[src/design/sac_pkg.sv]
// ----------------------------------------------------------------------------
// sac_pkg
// Shared types and constants for the set-associative LRU cache model.
// ----------------------------------------------------------------------------
`default_nettype none

package sac_pkg;

	localparam int TAG_W  = 32;
	localparam int USE_W  = 32;
	localparam int CNT_W  = 32;
	// line layout: {valid, tag, last_use}
	localparam int LINE_W = 1 + TAG_W + USE_W;

	localparam logic [1:0] ACT_MODIFY = 2'd2;

	localparam logic [1:0] CFG_SET_BITS   = 2'd0;
	localparam logic [1:0] CFG_WAYS       = 2'd1;
	localparam logic [1:0] CFG_BLOCK_BITS = 2'd2;

	typedef enum logic [2:0] {
		ST_CLEAR,
		ST_IDLE,
		ST_READ,
		ST_LOOK,
		ST_REDUCE,
		ST_DONE
	} sac_state_t;

	typedef struct packed {
		logic clear_wr;
		logic accept;
		logic rd_en;
		logic look;
		logic reduce;
		logic commit;
	} sac_cmd_t;

	typedef struct packed {
		logic clear_last;
		logic need_reduce;
		logic out_free;
	} sac_stat_t;

endpackage

`default_nettype wire

[src/design/sac_ctrl.sv]
// ----------------------------------------------------------------------------
// sac_ctrl
// Sequencer: clearing pass, accept, set read, lookup, LRU reduction, commit.
// ----------------------------------------------------------------------------
`default_nettype none

module sac_ctrl #(
	parameter int LEVELS = 3
) (
	input  wire logic              clk,
	input  wire logic              arst_n,
	input  wire logic              in_valid,
	output logic                   in_stall,
	input  wire sac_pkg::sac_stat_t stat,
	output sac_pkg::sac_cmd_t      cmd
);

	import sac_pkg::*;

	localparam int LW = (LEVELS > 1) ? $clog2(LEVELS) : 1;

	sac_state_t    state_q, state_d;
	logic [LW-1:0] lvl_q;
	logic          lvl_last;

	assign lvl_last = (lvl_q == LW'(LEVELS - 1));

	always_ff @(posedge clk or negedge arst_n) begin
		if (!arst_n) begin
			state_q <= ST_CLEAR;
			lvl_q   <= '0;
		end else begin
			state_q <= state_d;
			if (cmd.look) begin
				lvl_q <= '0;
			end else if (cmd.reduce) begin
				lvl_q <= lvl_q + LW'(1);
			end
		end
	end

	always_comb begin
		state_d  = state_q;
		cmd      = '0;
		in_stall = 1'b1;
		case (state_q)
			ST_CLEAR: begin
				cmd.clear_wr = 1'b1;
				if (stat.clear_last) begin
					state_d = ST_IDLE;
				end
			end
			ST_IDLE: begin
				in_stall = 1'b0;
				if (in_valid) begin
					cmd.accept = 1'b1;
					state_d    = ST_READ;
				end
			end
			ST_READ: begin
				cmd.rd_en = 1'b1;
				state_d   = ST_LOOK;
			end
			ST_LOOK: begin
				cmd.look = 1'b1;
				if (stat.need_reduce && (LEVELS > 0)) begin
					state_d = ST_REDUCE;
				end else begin
					state_d = ST_DONE;
				end
			end
			ST_REDUCE: begin
				cmd.reduce = 1'b1;
				if (lvl_last) begin
					state_d = ST_DONE;
				end
			end
			ST_DONE: begin
				if (stat.out_free) begin
					cmd.commit = 1'b1;
					state_d    = ST_IDLE;
				end
			end
			default: begin
				state_d = ST_IDLE;
			end
		endcase
	end

endmodule

`default_nettype wire

[config.mk]
export PLATFORM = sky130hd
export DESIGN_NAME = sac_ctrl
export DESIGN_NICKNAME = d
export VERILOG_FILES = /design/src/design/sac_pkg.sv /design/src/design/sac_ctrl.sv
export SDC_FILE = /design/constraint.sdc
export NUM_CORES = 1
export LEC_CHECK = 0
export BUFFER_PORTS_ARGS = -buffer_cell sky130_fd_sc_hd__buf_2
export CAP_MARGIN = 20
export CORE_AREA = 3 3 40 42
export DETAILED_ROUTE_END_ITERATION = 10
export DIE_AREA = 0 0 43 45
export PLACE_DENSITY = 0.53
export SYNTH_ARGS = -nofsm -noshare
export SYNTH_HDL_FRONTEND = slang
export SYNTH_SLANG_ARGS = --single-unit
[constraint.sdc]
create_clock -name clk -period 1.2 [get_ports clk]
set_clock_uncertainty 0.1 [all_clocks]
set_input_delay 0.18 -clock clk [delete_from_list [all_inputs] [get_ports clk]]
set_output_delay 0.18 -clock clk [all_outputs]
set_load 0.03 [all_outputs]
Word level (Yosys, flattened, before mapping):

Cells that the tools add are included.

* add/sub/neg operators: 1
* eq/ne operators: 10
* mux-type cells: 17
* reductions and logical operators: 3

Operator list (count)
* one-hot mux 3 bit (6 select lines): 1
* 2-to-1 mux 3 bit: 4
* 2-to-1 mux 1 bit: 10
* inequality test 2 bit, second input constant: 4
* equality test 3 x 2 -> 1 bit, second input constant: 2
* equality test 3 bit, second input constant: 2
* 2-to-1 mux 2 bit: 2
* AND reduction 4 bit: 1
* equality test 3 x 1 -> 1 bit, second input constant: 1
* logical NOT 3 bit: 1
* adder 2 x 1 -> 2 bit, second input constant: 1
* equality test 2 bit, second input constant: 1
* nonzero test 2 bit: 1

* register bits: 5
* output and inout bits: 7

Longest topological paths before layout:

* depth in word-level cells: 4
* gate-level depth with buffers: 5
* depth with buffers taken out: 5

Worst setup path before layout:

Ideal clock, no wire load.

* path kind: register to output
* start: reg state_q[1]
* end: out cmd[3] in the netlist's numbering
* arrival time: 1.324 ns
* slack: -0.404 ns
* stages on the path, launching flop included: 3
* path buffers: 1
* cells stage by stage: dfrtp_1 -> buf_4 -> nor3b_1

RTL lines
* start, declared: RTL line sac_ctrl.sv:22 `sac_state_t state_q, state_d;`
* start signal, assigned: RTL line sac_ctrl.sv:33 `state_q <= state_d;`
* end, declared: RTL line sac_ctrl.sv:15 `output sac_pkg::sac_cmd_t cmd`

==> results.md <==
* Gr usage total at 0.0996
* Vias at between 300 and 400
* GRT Residual Overflow at 0
* Endpoints failing hold at 0
* Worst Path Arrival at around 1.2 ns
* Initial core utilization at 0.288
* Minimum clock period at around 1.5 ns
* Share of layout cells above drive strength 1 at 0.700
* Post-synthesis sequential area ratio at 0.338
* Initial antenna violation count at 0
* Max clock buf depth at 2
* RSZ-0062 raised after global routing: true
* Finished Layout Cells at 85
* Rows at 13
* Root Driver: clkbuf_4
* Slew Limit Fails at 0
* Die ar. at ~1900 sq um
* Worst VDD drop at approximately 0.0012 V
* Hold crit path type: in2reg
* Switching share of power at 0.415
* Period utilisation layout at 1.23
* Cell family with most CP delay: simple AND/OR/NAND/NOR gates
* Post-Place Worst Slack at -0.134 ns
* Ys Warns at 0
* NetSw at around 800 uW
* Netlist cell types at 22
* Slowest stage delay, CP at roughly 0.40 ns
* CTS buffer count at 3
* Slew @ Worst Pin at 0.290 ns
* Status: finished, violations left
* Routed wire length at ~960 um
* Die height at approximately 45 um
* # diodes at 0
* Cells after Synth at 39
* Critical path required time at 0.92 ns
* Crit-path max FO at 3
* WP buf/inv at 1
* M1 WL at approximately 410 um
* CTS Sinks at 5
* CTS tree: done
* P_int at 1.14 mW
* PortBufs at 12
* WHS at about 0.12 ns
* Post-Place Cells at 76
* Final worst slack at -0.270 ns
* Failing checks: setup timing
* Critical path type: reg2out
* Skew-Pair Late Insertion Delay at 0.24 ns
* DR WL met2 at 514 um
* Vias in the first global route at about 350
* Clock H-tree levels at 1
* Combinational Power Share at 0.732
* Nets at 78
* Syn_area_per_cell at 9.50 sq um
* Ports at 13
* Routed Antenna Nets at 0
* Relative slew slack at 0.804
* Detailed Route Iter0 Violations at 2
* PD cells at between 2000 and 3000 nW/um^2
* P_leak at about 0.34 nW
* Dpl hpwl at roughly 640 um
* Slowest stage cell, crit path: dfrtp_1
* Mapped Nets at 46
* Fin util at 0.565
* Setup violations, final at 9
* Met3 Wirelength at between 30 and 40 um
* Worst path cell trace: and2b_4, and2_4, buf_6
* FF+latch count, synth at 5
* Clk pwr share at 0.097
* Startpoint Class: flop
* Largest net degree at the start of global routing at 9
* DRT Pass-1 Iters at 2
* Synthesis-to-finish area growth at 95.9%
* Max-cap check violation count at 0
* Area of the mapped netlist at around 370 sq um
* Clk pin slew, worst setup/hold paths at around 0.040 ns
* Via density at around 4.3
* Seq pwr share at 0.171
* Pwr Total at a little under 2 mW
* CORE AREA at roughly 1300 sq um
* Global placement routability congestion at roughly 0.67
* Setup crit end kind: output port
* WL per Instance at ~11 um
* DRC errors left at 0
* First-pass GRT wire length at between 1 and 1.5 mm
* DR top layer: met3
* Die width at 43 um
* Fmax at 680 MHz
==> metal layers <==
layer | global-route usage | vias to the layer above
li1 | - | 198
met1 | 0.127 | 162
met2 | 0.156 | 8
met3 | 0.0120 | 0
met4 | 0.0723 | 0
met5 | 0 | -
==> flip-flops by register name, summed over array words and instances, names as in the netlist <==
signal   flops
state_q      3
lvl_q        2
==> kinds of logic (layout without fill, tap and decap cells) <==
group | count (synthesis) | count (layout) | share of synthesized area
simple gates | 21 | 21 | 0.348
compound gates | 6 | 6 | 0.162
mux | 1 | 1 | 0.0270
fa+ha+maj | 1 | 1 | 0.0338
buf+inv | 5 | 36 | 0.0912
flops | 5 | 5 | 0.338
==> timing repair <==
action,4_1_cts,5_1_grt
pin swaps,4,2
endpoints found under the hold margin,5,0
resized for setup,21,2
endpoints found under the setup margin,11,11
buffers inserted,3,1
hold buffers,1,0
==> worst register-to-register path, delay by kind of cell (launching register included) <==
kind | cells | cell delay, ns
simple gates | 1 | 0.32
buf+inv | 1 | 0.16
flops | 1 | 0.47
compound gates | 2 | 0.20
==> metrics by stage <==
step / TNS [ns] / instance area [sq um]
2_1_floorplan: -0.284 / 429
3_3_place_gp: -0.716 / 576
3_5_place_dp: -0.634 / 576
4_1_cts: -2.03 / 703
5_1_grt: -2.36 / 726
6_report: -1.95 / 726
==> layout by cell type, fill, tap and decap left out, types with 2 or more instances in the layout <==
master / n
nand2b_4: 2
dfrtp_2: 2
dfrtp_1: 3
nand2_1: 3
buf_6: 10
a221oi_2: 2
buf_2: 5
clkbuf_4: 3
nor2_1: 4
buf_4: 14
nor3b_4: 3
inv_1: 2
==> worst paths after layout <==
check / start / to / cells after the start / slack [ns]
max in group asynchronous: arst_n / state_q[0] / 2 / 0.67
max: state_q[2] / cmd[2] / 3 / -0.27
max reg2reg: state_q[1] / state_q[0] / 4 / -0.18
min reg2reg: lvl_q[1] / lvl_q[1] / 2 / 0.49
min in group asynchronous: arst_n / state_q[2] / 2 / 0.18
min: in_valid / state_q[1] / 3 / 0.12
==> cell type report <==
type	instances	area, sq um
clock buffers	4	26.3
fillers	127	559
inverters	2	7.51
multi-input cells	29	293
flip-flops and latches	5	128
well taps	15	18.8
repair buffers	30	253
==> power groups by stage <==
stage	Sequential (mW)	Clock [mW]	Combinational, mW
after floorplan	0.290	0	0.827
after global placement	0.332	0	1.11
after detailed placement	0.331	0	1.11
after CTS	0.335	0.201	1.35
after global routing	0.342	0.206	1.52
final	0.334	0.189	1.43
==> synthesized netlist by cell type, drive strengths merged <==
master  instances  area [sq um]
buf             3          26.3
nand2b          3          18.8
nor3            1          5.00
mux2i           1          10.0
and2b           1          10.0
nand3b          1          7.51
nor2b           1          8.76
a221oi          2          30.0
ha              1          12.5
a21oi           2          13.8
nor3b           3          27.5
and2            1          8.76
a31o            1          8.76
nor2            5          18.8
inv             2          7.51
nand2           4          15.0
nor4b           1          8.76
dfrtp           5           125
o21bai          1          7.51
No activity file was read; power rests on OpenSTA's default activity.
